$ cat src/rtl/bmd_pkg.sv
// Package for the banked memory decoder: codes, address map constants,
// command and response structs. No dependencies.
package bmd_pkg;

   localparam int OS_ROM_DEPTH_DEF    = 16384;
   localparam int BASIC_ROM_DEPTH_DEF = 8192;
   localparam int RAM_DEPTH           = 65536;
   localparam int RAM_AW              = 16;
   localparam int CMD_FIFO_DEPTH      = 2;
   localparam int RSP_FIFO_DEPTH      = 4;

   localparam logic [15:0] SERIAL_VECTOR  = 16'hE459;
   localparam logic [15:0] SERIAL_RET_PC  = 16'hE45A;
   localparam logic [15:0] ADDR_OS_FIXED  = 16'hD800;
   localparam logic [7:0]  RTS_OPCODE     = 8'h60;
   localparam logic [7:0]  BYTE_ONES      = 8'hFF;

   // PIA control register bit that selects data (1) or direction (0)
   localparam int PIA_CTL_DATA_BIT = 2;
   // port B banking bits
   localparam int PB_OS_BIT       = 0;
   localparam int PB_BASIC_BIT    = 1;
   localparam int PB_SELFTEST_BIT = 7;

   typedef enum logic [1:0] {
      REQ_CPU_RD   = 2'd0,
      REQ_CPU_WR   = 2'd1,
      REQ_DMA_RD   = 2'd2,
      REQ_ROM_LOAD = 2'd3
   } req_kind_type;

   typedef enum logic [1:0] {
      DEV_INTERNAL = 2'd0,
      DEV_VIDEO    = 2'd1,
      DEV_SOUND    = 2'd2,
      DEV_DISPLAY  = 2'd3
   } dev_type;

   typedef enum logic [2:0] {
      RG_LOW,      // 0000-BFFF
      RG_C000,     // C000-CFFF
      RG_VIDEO,    // page D000
      RG_SOUND,    // page D200
      RG_PIA,      // page D300
      RG_DISPLAY,  // page D400
      RG_NONE,     // page D100, D500-D7FF
      RG_HIGH      // D800-FFFF
   } region_type;

   typedef enum logic [1:0] {
      PIA_PORT_A = 2'd0,
      PIA_PORT_B = 2'd1,
      PIA_CTL_A  = 2'd2,
      PIA_CTL_B  = 2'd3
   } pia_reg_type;

   typedef enum logic [1:0] {
      SRC_CONST,
      SRC_RAM,
      SRC_OS,
      SRC_BASIC
   } src_type;

   typedef enum logic {
      CSR_BANKED_MODEL  = 1'b0,
      CSR_BASIC_PRESENT = 1'b1
   } csr_index_type;

   typedef struct packed {
      logic banked_model;
      logic basic_present;
   } cfg_type;

   typedef struct packed {
      req_kind_type kind;
      region_type   region;
      logic         vec_hit;
      logic         basic_win;
      logic         selftest_win;
      logic         io_win;
      logic         load_os;
      logic         load_basic;
      logic [4:0]   offset;
      logic [15:0]  address;
      logic [7:0]   write_data;
      logic [7:0]   stick_bits;
   } cmd_type;

   typedef struct packed {
      logic [7:0] read_data;
      dev_type    device_select;
      logic [4:0] device_offset;
      logic       device_write;
      logic       serial_trap;
   } rsp_type;

endpackage

$ cat src/rtl/bmd_fifo.sv
// Small synchronous queue with push/full and pop/empty sides and a fill count.
// Stand-alone; no package needed.
module bmd_fifo #(
   parameter int WIDTH = 8,
   parameter int DEPTH = 2,
   parameter int CW    = $clog2(DEPTH + 1)
) (
   input  logic             clock,
   input  logic             reset,
   input  logic             push,
   input  logic [WIDTH-1:0] push_data,
   output logic             full,
   input  logic             pop,
   output logic [WIDTH-1:0] pop_data,
   output logic             empty,
   output logic [CW-1:0]    count
);

   localparam int AW = (DEPTH > 1) ? $clog2(DEPTH) : 1;

   logic [WIDTH-1:0] entries_ff [DEPTH];
   logic [AW-1:0]    wr_ptr_ff, wr_ptr_in;
   logic [AW-1:0]    rd_ptr_ff, rd_ptr_in;
   logic [CW-1:0]    count_ff, count_in;
   logic             do_push, do_pop;

   assign full     = (count_ff == CW'(DEPTH));
   assign empty    = (count_ff == '0);
   assign count    = count_ff;
   assign pop_data = entries_ff[rd_ptr_ff];
   assign do_push  = push && !full;
   assign do_pop   = pop && !empty;

   always_comb begin
      wr_ptr_in = wr_ptr_ff;
      rd_ptr_in = rd_ptr_ff;
      count_in  = count_ff;
      if (do_push) begin
         wr_ptr_in = (wr_ptr_ff == AW'(DEPTH - 1)) ? '0 : wr_ptr_ff + 1'b1;
      end
      if (do_pop) begin
         rd_ptr_in = (rd_ptr_ff == AW'(DEPTH - 1)) ? '0 : rd_ptr_ff + 1'b1;
      end
      if (do_push && !do_pop) begin
         count_in = count_ff + 1'b1;
      end else if (do_pop && !do_push) begin
         count_in = count_ff - 1'b1;
      end
   end

   always_ff @(posedge clock) begin
      if (reset) begin
         wr_ptr_ff <= '0;
         rd_ptr_ff <= '0;
         count_ff  <= '0;
      end else begin
         wr_ptr_ff <= wr_ptr_in;
         rd_ptr_ff <= rd_ptr_in;
         count_ff  <= count_in;
      end
   end

   always_ff @(posedge clock) begin
      if (do_push) begin
         entries_ff[wr_ptr_ff] <= push_data;
      end
   end

endmodule

$ cat src/rtl/bmd_front.sv
// Front end: accepts bus requests, classifies the address and queues the
// decoded command. Uses bmd_pkg and bmd_fifo.
module bmd_front #(
   parameter int OS_ROM_DEPTH    = bmd_pkg::OS_ROM_DEPTH_DEF,
   parameter int BASIC_ROM_DEPTH = bmd_pkg::BASIC_ROM_DEPTH_DEF
) (
   input  logic             clock,
   input  logic             reset,
   input  logic             push,
   output logic             full,
   input  logic [1:0]       req_type,
   input  logic [15:0]      req_address,
   input  logic [7:0]       req_write_data,
   input  logic [15:0]      req_fetch_pc,
   input  logic [7:0]       req_stick_bits,
   input  logic             hold,
   output bmd_pkg::cmd_type cmd,
   output logic             cmd_valid,
   input  logic             cmd_pop
);
   import bmd_pkg::*;

   localparam int CMD_CW = $clog2(CMD_FIFO_DEPTH + 1);

   cmd_type             cmd_d;
   logic [$bits(cmd_type)-1:0] cmd_q;
   logic                cmd_full, cmd_empty;
   logic [CMD_CW-1:0]   cmd_count;
   logic [16:0]         addr_ext;

   assign addr_ext = {1'b0, req_address};

   always_comb begin
      cmd_d              = '0;
      cmd_d.kind         = req_kind_type'(req_type);
      cmd_d.address      = req_address;
      cmd_d.write_data   = req_write_data;
      cmd_d.stick_bits   = req_stick_bits;
      cmd_d.vec_hit      = (req_address == SERIAL_VECTOR) && (req_fetch_pc == SERIAL_RET_PC);
      cmd_d.basic_win    = (req_address[15:13] == 3'b101);
      cmd_d.selftest_win = (req_address[15:11] == 5'b01010);
      cmd_d.io_win       = (req_address[15:11] == 5'b11010);
      cmd_d.load_os      = (addr_ext < 17'(OS_ROM_DEPTH));
      cmd_d.load_basic   = !cmd_d.load_os &&
                           (addr_ext < 17'(OS_ROM_DEPTH + BASIC_ROM_DEPTH));
      if (req_address[15:14] != 2'b11) begin
         cmd_d.region = RG_LOW;
      end else if (req_address[13:12] == 2'b00) begin
         cmd_d.region = RG_C000;
      end else if (req_address >= ADDR_OS_FIXED) begin
         cmd_d.region = RG_HIGH;
      end else begin
         case (req_address[10:8])
            3'd0: begin
               cmd_d.region = RG_VIDEO;
               cmd_d.offset = req_address[4:0];
            end
            3'd2: begin
               cmd_d.region = RG_SOUND;
               cmd_d.offset = {1'b0, req_address[3:0]};
            end
            3'd3: cmd_d.region = RG_PIA;
            3'd4: begin
               cmd_d.region = RG_DISPLAY;
               cmd_d.offset = {1'b0, req_address[3:0]};
            end
            default: cmd_d.region = RG_NONE;
         endcase
      end
   end

   bmd_fifo #(
      .WIDTH ($bits(cmd_type)),
      .DEPTH (CMD_FIFO_DEPTH)
   ) u_cmd_fifo (
      .clock     (clock),
      .reset     (reset),
      .push      (push && !hold),
      .push_data (cmd_d),
      .full      (cmd_full),
      .pop       (cmd_pop),
      .pop_data  (cmd_q),
      .empty     (cmd_empty),
      .count     (cmd_count)
   );

   // a full queue never reports a count below its depth
   assign full      = cmd_full || hold || (cmd_count == CMD_CW'(CMD_FIFO_DEPTH));
   assign cmd       = cmd_type'(cmd_q);
   assign cmd_valid = !cmd_empty;

endmodule

$ cat config.mk
export PLATFORM = sky130hd
export DESIGN_NAME = bmd_front
export DESIGN_NICKNAME = d
export VERILOG_FILES = /design/src/rtl/bmd_pkg.sv /design/src/rtl/bmd_fifo.sv /design/src/rtl/bmd_front.sv
export SDC_FILE = /design/constraint.sdc
export NUM_CORES = 1
export LEC_CHECK = 0
export BUFFER_PORTS_ARGS = -buffer_cell sky130_fd_sc_hd__clkbuf_2
export CORE_MARGIN = 3
export CORE_UTILIZATION = 25
export CTS_BUF_LIST = sky130_fd_sc_hd__clkbuf_16
export DETAILED_ROUTE_END_ITERATION = 12
export MAX_ROUTING_LAYER = met4
export PLACE_DENSITY = 0.46
export SLEW_MARGIN = 20
export SYNTH_ARGS = -nofsm -noshare
export SYNTH_HDL_FRONTEND = slang
export SYNTH_SLANG_ARGS = --single-unit
export TNS_END_PERCENT = 5
$ cat constraint.sdc
create_clock -name clock -period 17.3 [get_ports clock]
set_clock_uncertainty 0.15 [all_clocks]
set_input_delay 3.46 -clock clock [delete_from_list [all_inputs] [get_ports clock]]
set_output_delay 3.46 -clock clock [all_outputs]
set_load 0.01 [all_outputs]
* Word-level counts from Yosys, hierarchy flattened
Memory sizes are Yosys's and may differ from the RTL's. A register that Yosys moved wholly into a read port is not among the register bits.
Index checks and enable logic that the tools add are counted.
** Storage, ports and cells
- Output and inout port bits :: 50
- Memories kept :: 1
- Bits in writable memories :: 96
- Bits of input ports :: 55
- Logic and storage cells :: 57
- Flip-flop bits (word level) :: 4
** Cells by class
- Magnitude comparators :: 3
- Multiplexer cells :: 16
- Equal/unequal tests :: 10
- Reduce and logical (&&, ||, !) cells :: 20
- Add/subtract/negate cells :: 4
** Memory list
- u_cmd_fifo.entries_ff :: words 2, width 48, rd ports 1, clocked after Yosys merged registers in 1, wr ports 1, line bmd_fifo.sv:21 : logic [WIDTH-1:0] entries_ff [DEPTH];
** Operators with widths (count)
- 16-bit == test (second input constant) :: 2
- 16-bit by 15-bit < comparator with 1-bit output (second input constant) :: 2
- 16-bit >= comparator (second input constant) :: 1
- 5-bit 2-to-1 mux :: 3
- 3-bit one-hot mux with 4 select lines :: 1
- 5-bit one-hot mux with 2 select lines :: 1
- 3-bit 2-to-1 mux :: 3
- 1-bit logical AND :: 7
- 3-bit by 2-bit == test with 1-bit output (second input constant) :: 2
- 3-bit == test (second input constant) :: 2
- 1-bit zero test :: 6
- 1-bit 2-to-1 mux :: 6
- 5-bit by 4-bit == test with 1-bit output (second input constant) :: 1
- 5-bit == test (second input constant) :: 1
- 2-bit zero test :: 2
- 2-bit 2-to-1 mux :: 2
- 3-bit zero test :: 1
- 1-bit adder (second input constant) :: 2
- 2-bit by 1-bit adder with 2-bit output (second input constant) :: 1
- 2-bit == test (second input constant) :: 1
- 1-bit logical OR :: 2
- 2-bit != test (second input constant) :: 1
- 2-bit nonzero test :: 1
- 2-bit OR reduction :: 1
- 2-bit by 1-bit subtractor with 2-bit output (second input constant) :: 1

* Logic depth before layout (Yosys ltp)
- Word-level depth :: 7
- Gate-level depth with buffers :: 6

* Hierarchy
A second synthesis with hierarchy kept.
** Unflattened totals
- Cell total of the unflattened synthesis :: 219
- Area total of the unflattened synthesis :: 3976.3 um2
** Modules (own cells, without submodules)
- bmd_fifo :: cells each 174, area an instance 3681.0 um2, times used 1, seq. area each 2982.9 um2
- bmd_front :: cells each 45, area an instance 295.3 um2, times used 1, seq. area each 0.0 um2

* Worst setup path before layout
Ideal clock, no wire load.
- Path type :: input to register
- Start point :: input push
- End point :: register u_cmd_fifo.wr_ptr_ff
- Slack :: 8.288 ns
- Setup time :: 0.078 ns
- Required time :: 17.072 ns
- Buffers on the path :: 0
- Arrival time :: 8.783 ns
- Stages :: 3
- Cells stage by stage :: inv_1 -> nor4_1 -> o21ba_2
** Between the ends
- Word-level cells in the longest chain between the ends :: 2
** RTL lines
- start: declaration :: line bmd_front.sv:9 : input logic push,
- 1-bit logical AND :: line bmd_front.sv:78 : .push (push && !hold),
- 1-bit logical AND :: line bmd_fifo.sv:31 : assign do_push = push && !full;
- end signal: assignment :: line bmd_fifo.sv:57 : wr_ptr_ff <= wr_ptr_in;
- end: declaration :: line bmd_fifo.sv:22 : logic [AW-1:0] wr_ptr_ff, wr_ptr_in;
Every way passes these cells.
A chain may end at the register's enable or synchronous reset.

* Final worst setup path
- Start point :: input hold
- End point :: output full
** Between the ends
- Word-level cells in the longest chain between the ends :: 2
** RTL lines
- start: declaration :: line bmd_front.sv:16 : input logic hold,
- 1-bit logical OR (2 in series) :: line bmd_front.sv:88 : assign full = cmd_full || hold || (cmd_count == CMD_CW'(CMD_FIFO_DEPTH));
- end: declaration :: line bmd_front.sv:10 : output logic full,
Every way passes these cells.

==> summary.txt <==
Global route
  – Number of global-route vias before repair: 2334
  – Grt total ovfl: 0
  – Initial antenna violation count: 0
  – GR peak layer: met2
  – Global-route usage over all layers: 0.09971
  – First-pass GRT wire length: 12.73 mm
  – M2 GR Usage: 0.1636
  – Largest net degree at the start of global routing: 28
  – Met1 Use GR: 0.1147
  – Met3 Use GR: 0.03905

CTS
  – H-tree Lvls: 3
  – Reg clk slew, reported paths: 0.07 ns
  – Clk buf depth: 2
  – Clock Latency Late Sink: roughly 0.34 ns
  – Gates resized, CTS repair: 0
  – Total CTS buffers: 9
  – Postcts setup bufs: 0
  – Hold_buf cts: 0
  – Clock Sinks: 101
  – Clock Tree Root: clkbuf_16
  – CTS tree: yes

Timing
  – Period utilization: 0.4306
  – Slew Viols, Final: 0
  – RSZ-0062 raised after global routing: false
  – F_max: 134.2 MHz
  – Final min period: 7.449 ns
  – Slew margin rel.: 0.5808
  – Worst-Margin Slew: 0.6287 ns
  – Setup WS post-layout: 9.851 ns
  – Setup total negative slack: 0 ns
  – Final hold viol count: 0
  – Final setup viols: 0

Synthesis
  – Post-Synthesis Cells: 215
  – Syn_area_per_cell: 18.33 µm²
  – Net Count, Synth: 271
  – Synthesized area: 3941 µm²
  – Post-synthesis sequential area ratio: 0.7568
  – Number of enable flip-flop cells after synthesis: 96
  – Area contributors post-synth: edfxtp_1 73%, mux2_2 14%, dfxtp_1 2.5%, nor2_1 1.4%, xor2_1 0.89%
  – Most frequent cell after synthesis: edfxtp_1
  – Synth Register Bits: ~100
  – Synth cell count leaders: 96 x edfxtp_1, 48 x mux2_2, 15 x nor2_1
  – Top cell type's share of synthesized area: 0.7314
  – Netlist cell types: 30
  – Ys flop type: edfxtp_1
  – FFs w/ async S/R, synth: 0
  – Area leader, netlist: edfxtp_1
  – Synth warn: 0

Pwr
  – Cell Pwr Density: 130.3 nW/µm²
  – P_sw: between 0.00015 and 0.0002 W
  – Comb pwr share: 0.222
  – Internal power: a little under 0.0005 W
  – Sw Ratio: 0.2597
  – Max VDD drop: between 0.00007 and 0.00008 V
  – Clock Power Share: 0.315
  – Seq pwr share: 0.463
  – Leak: 1.878 nW

Setup path
  – Crit start category: input pin
  – CP most frequent cell: clkbuf_2
  – FF-to-FF End: u_cmd_fifo.entries_ff[1][7]
  – CP peak stage delay: roughly 0.12 ns
  – Critical path type: in2out
  – Max FO, Critical Path: 4
  – CP Capture Point: full
  – Worst-path cell chain: clkbuf_2 > nor2_1 > inv_1 > clkbuf_2
  – Critical Path RT: 13.69 ns
  – Worst setup EP type: primary output
  – CP Launch Point: hold
  – Slowest CP cell: clkbuf_2
  – Critical path arrival: 3.84 ns
  – Worst R2R Start: u_cmd_fifo.count[0]
  – Worst reg2reg setup slack: 14.94 ns
  – R2r worst-path depth: 4

Route
  – Residual DRC count: 0
  – Via count: 2240
  – Post-DRT Antenna Nets: 0
  – Routed wire length: 8.268 mm
  – Pre-Repair DR Iteration Count: 4
  – Vias/cell: 4.110
  – 1st-iter DRT viols: slightly above 90
  – WL/cell: 15.17 µm

Floorplanning
  – Core ar.: 15310 µm²
  – Die area: 17310 µm²
  – Chip height: 131.6 µm
  – Site Rows: 45
  – Die Width: around 130 µm
  – Starting Density: 0.2574
  – Boundary pin count: approximately 110

Placement
  – DP Worst Slack: 9.842 ns
  – Post-DP HPWL: 5.538 mm
  – Port Buffers: approximately 100
  – Placer Congestion: around 0.68

Final layout
  – # nets final: 385
  – Share of cells above drive strength 1: 0.5299
  – Fill cells: about 1600
  – Area Growth Syn to Fin: 28.10%
  – Diode count: 0

Outcome
  – Outcome: finished, final reports clean

Run
  – Maximum capacitance violations: 0

Min path
  – Hold Path Class: reg2reg
[placed cells by master (no fill, tap or decap), types with 3 or more instances in the layout]
cell / Yosys / final
a21oi_1: 4 / 4
and2_1: 5 / 4
buf_4: 0 / 4
clkbuf_16: 0 / 9
clkbuf_2: 0 / 104
dfxtp_1: 5 / 4
edfxtp_1: 96 / 96
inv_1: 3 / 4
mux2_2: 48 / 48
nand4_1: 3 / 3
nor2_1: 15 / 15
xor2_1: 4 / 4
[routing by layer]
| layer | vias to the layer above | share of wire |
|---|---|---|
| met5 | - | 0 |
| li1 | 1059 | - |
| met4 | 0 | 0.0099 |
| met2 | 68 | 0.49 |
| met3 | 5 | 0.047 |
| met1 | 1108 | 0.45 |
[per-stage QoR]
stage	instances	hold WS, ns	area, µm²	utilization	power, W
CTS	545	0.3582	5049	0.3297	0.0006725
global route	545	0.4105	5049	0.3297	0.0006941
finish	545	0.3508	5049	0.3297	0.0006580
global placement	529	0.3399	4742	0.3096	0.0004599
floorplan	215	0.3155	3941	-	0.0004006
detailed placement	529	0.3412	4742	0.3096	0.0004615
[layout make-up]
cell class | instances | area [µm²] | share of cell area
tap | 211 | 264.0 | 0.05229
timing repair buffer | 108 | 550.5 | 0.1090
clock inverter | 7 | 81.33 | 0.01611
inverter | 3 | 11.26 | 0.002230
clock buffer | 9 | 225.2 | 0.04461
sequential | 101 | 2984 | 0.5911
multi-input combinational | 106 | 932.1 | 0.1846
[registers in the layout (all words and copies together), names as in the netlist, named ones only]
signal,cells
u_cmd_fifo.wr_ptr_ff,1
u_cmd_fifo.entries_ff,96
u_cmd_fifo.count,2
u_cmd_fifo.rd_ptr_ff,1
[power groups by stage]
stage | sequential (W) | clock (W) | combinational [W]
after floorplan | 0.000303 | 0 | 0.0000979
after global placement | 0.000310 | 0 | 0.000150
after detailed placement | 0.000311 | 0 | 0.000150
after CTS | 0.000306 | 0.000216 | 0.000151
after global routing | 0.000308 | 0.000226 | 0.000160
final | 0.000305 | 0.000207 | 0.000146
[critical path, delay by kind of cell]
kind	cells	cell delay [ns]
and+or+nand+nor	1	0.11
buffers and inverters	3	0.27
[cells by family (layout without fill, tap and decap cells)]
| group | count (synthesis) | count (layout) | share of synthesized area |
|---|---|---|---|
| adder cells (fa/ha/maj) | 1 | 1 | 0.003174 |
| AO/OA/AOI/OAI | 10 | 10 | 0.02191 |
| AND/OR/NAND/NOR | 43 | 43 | 0.06349 |
| flip-flops | 101 | 101 | 0.7568 |
| buffers and inverters | 8 | 127 | 0.008571 |
| XOR/XNOR | 4 | 4 | 0.008888 |
| multiplexers | 48 | 48 | 0.1371 |
[worst min-delay path by stage]
stage,depth (start not counted),slack [ns],startpoint,end
CTS,2,0.36,u_cmd_fifo.rd_ptr_ff,flop
detailed placement,2,0.34,u_cmd_fifo.rd_ptr_ff,flop
finish,2,0.35,u_cmd_fifo.rd_ptr_ff,flop
floorplan,2,0.32,u_cmd_fifo.count[1],u_cmd_fifo.count[1]
global route,2,0.41,u_cmd_fifo.rd_ptr_ff,flop
global placement,2,0.34,u_cmd_fifo.rd_ptr_ff,u_cmd_fifo.rd_ptr_ff
Power figures use the tool's default switching activity.
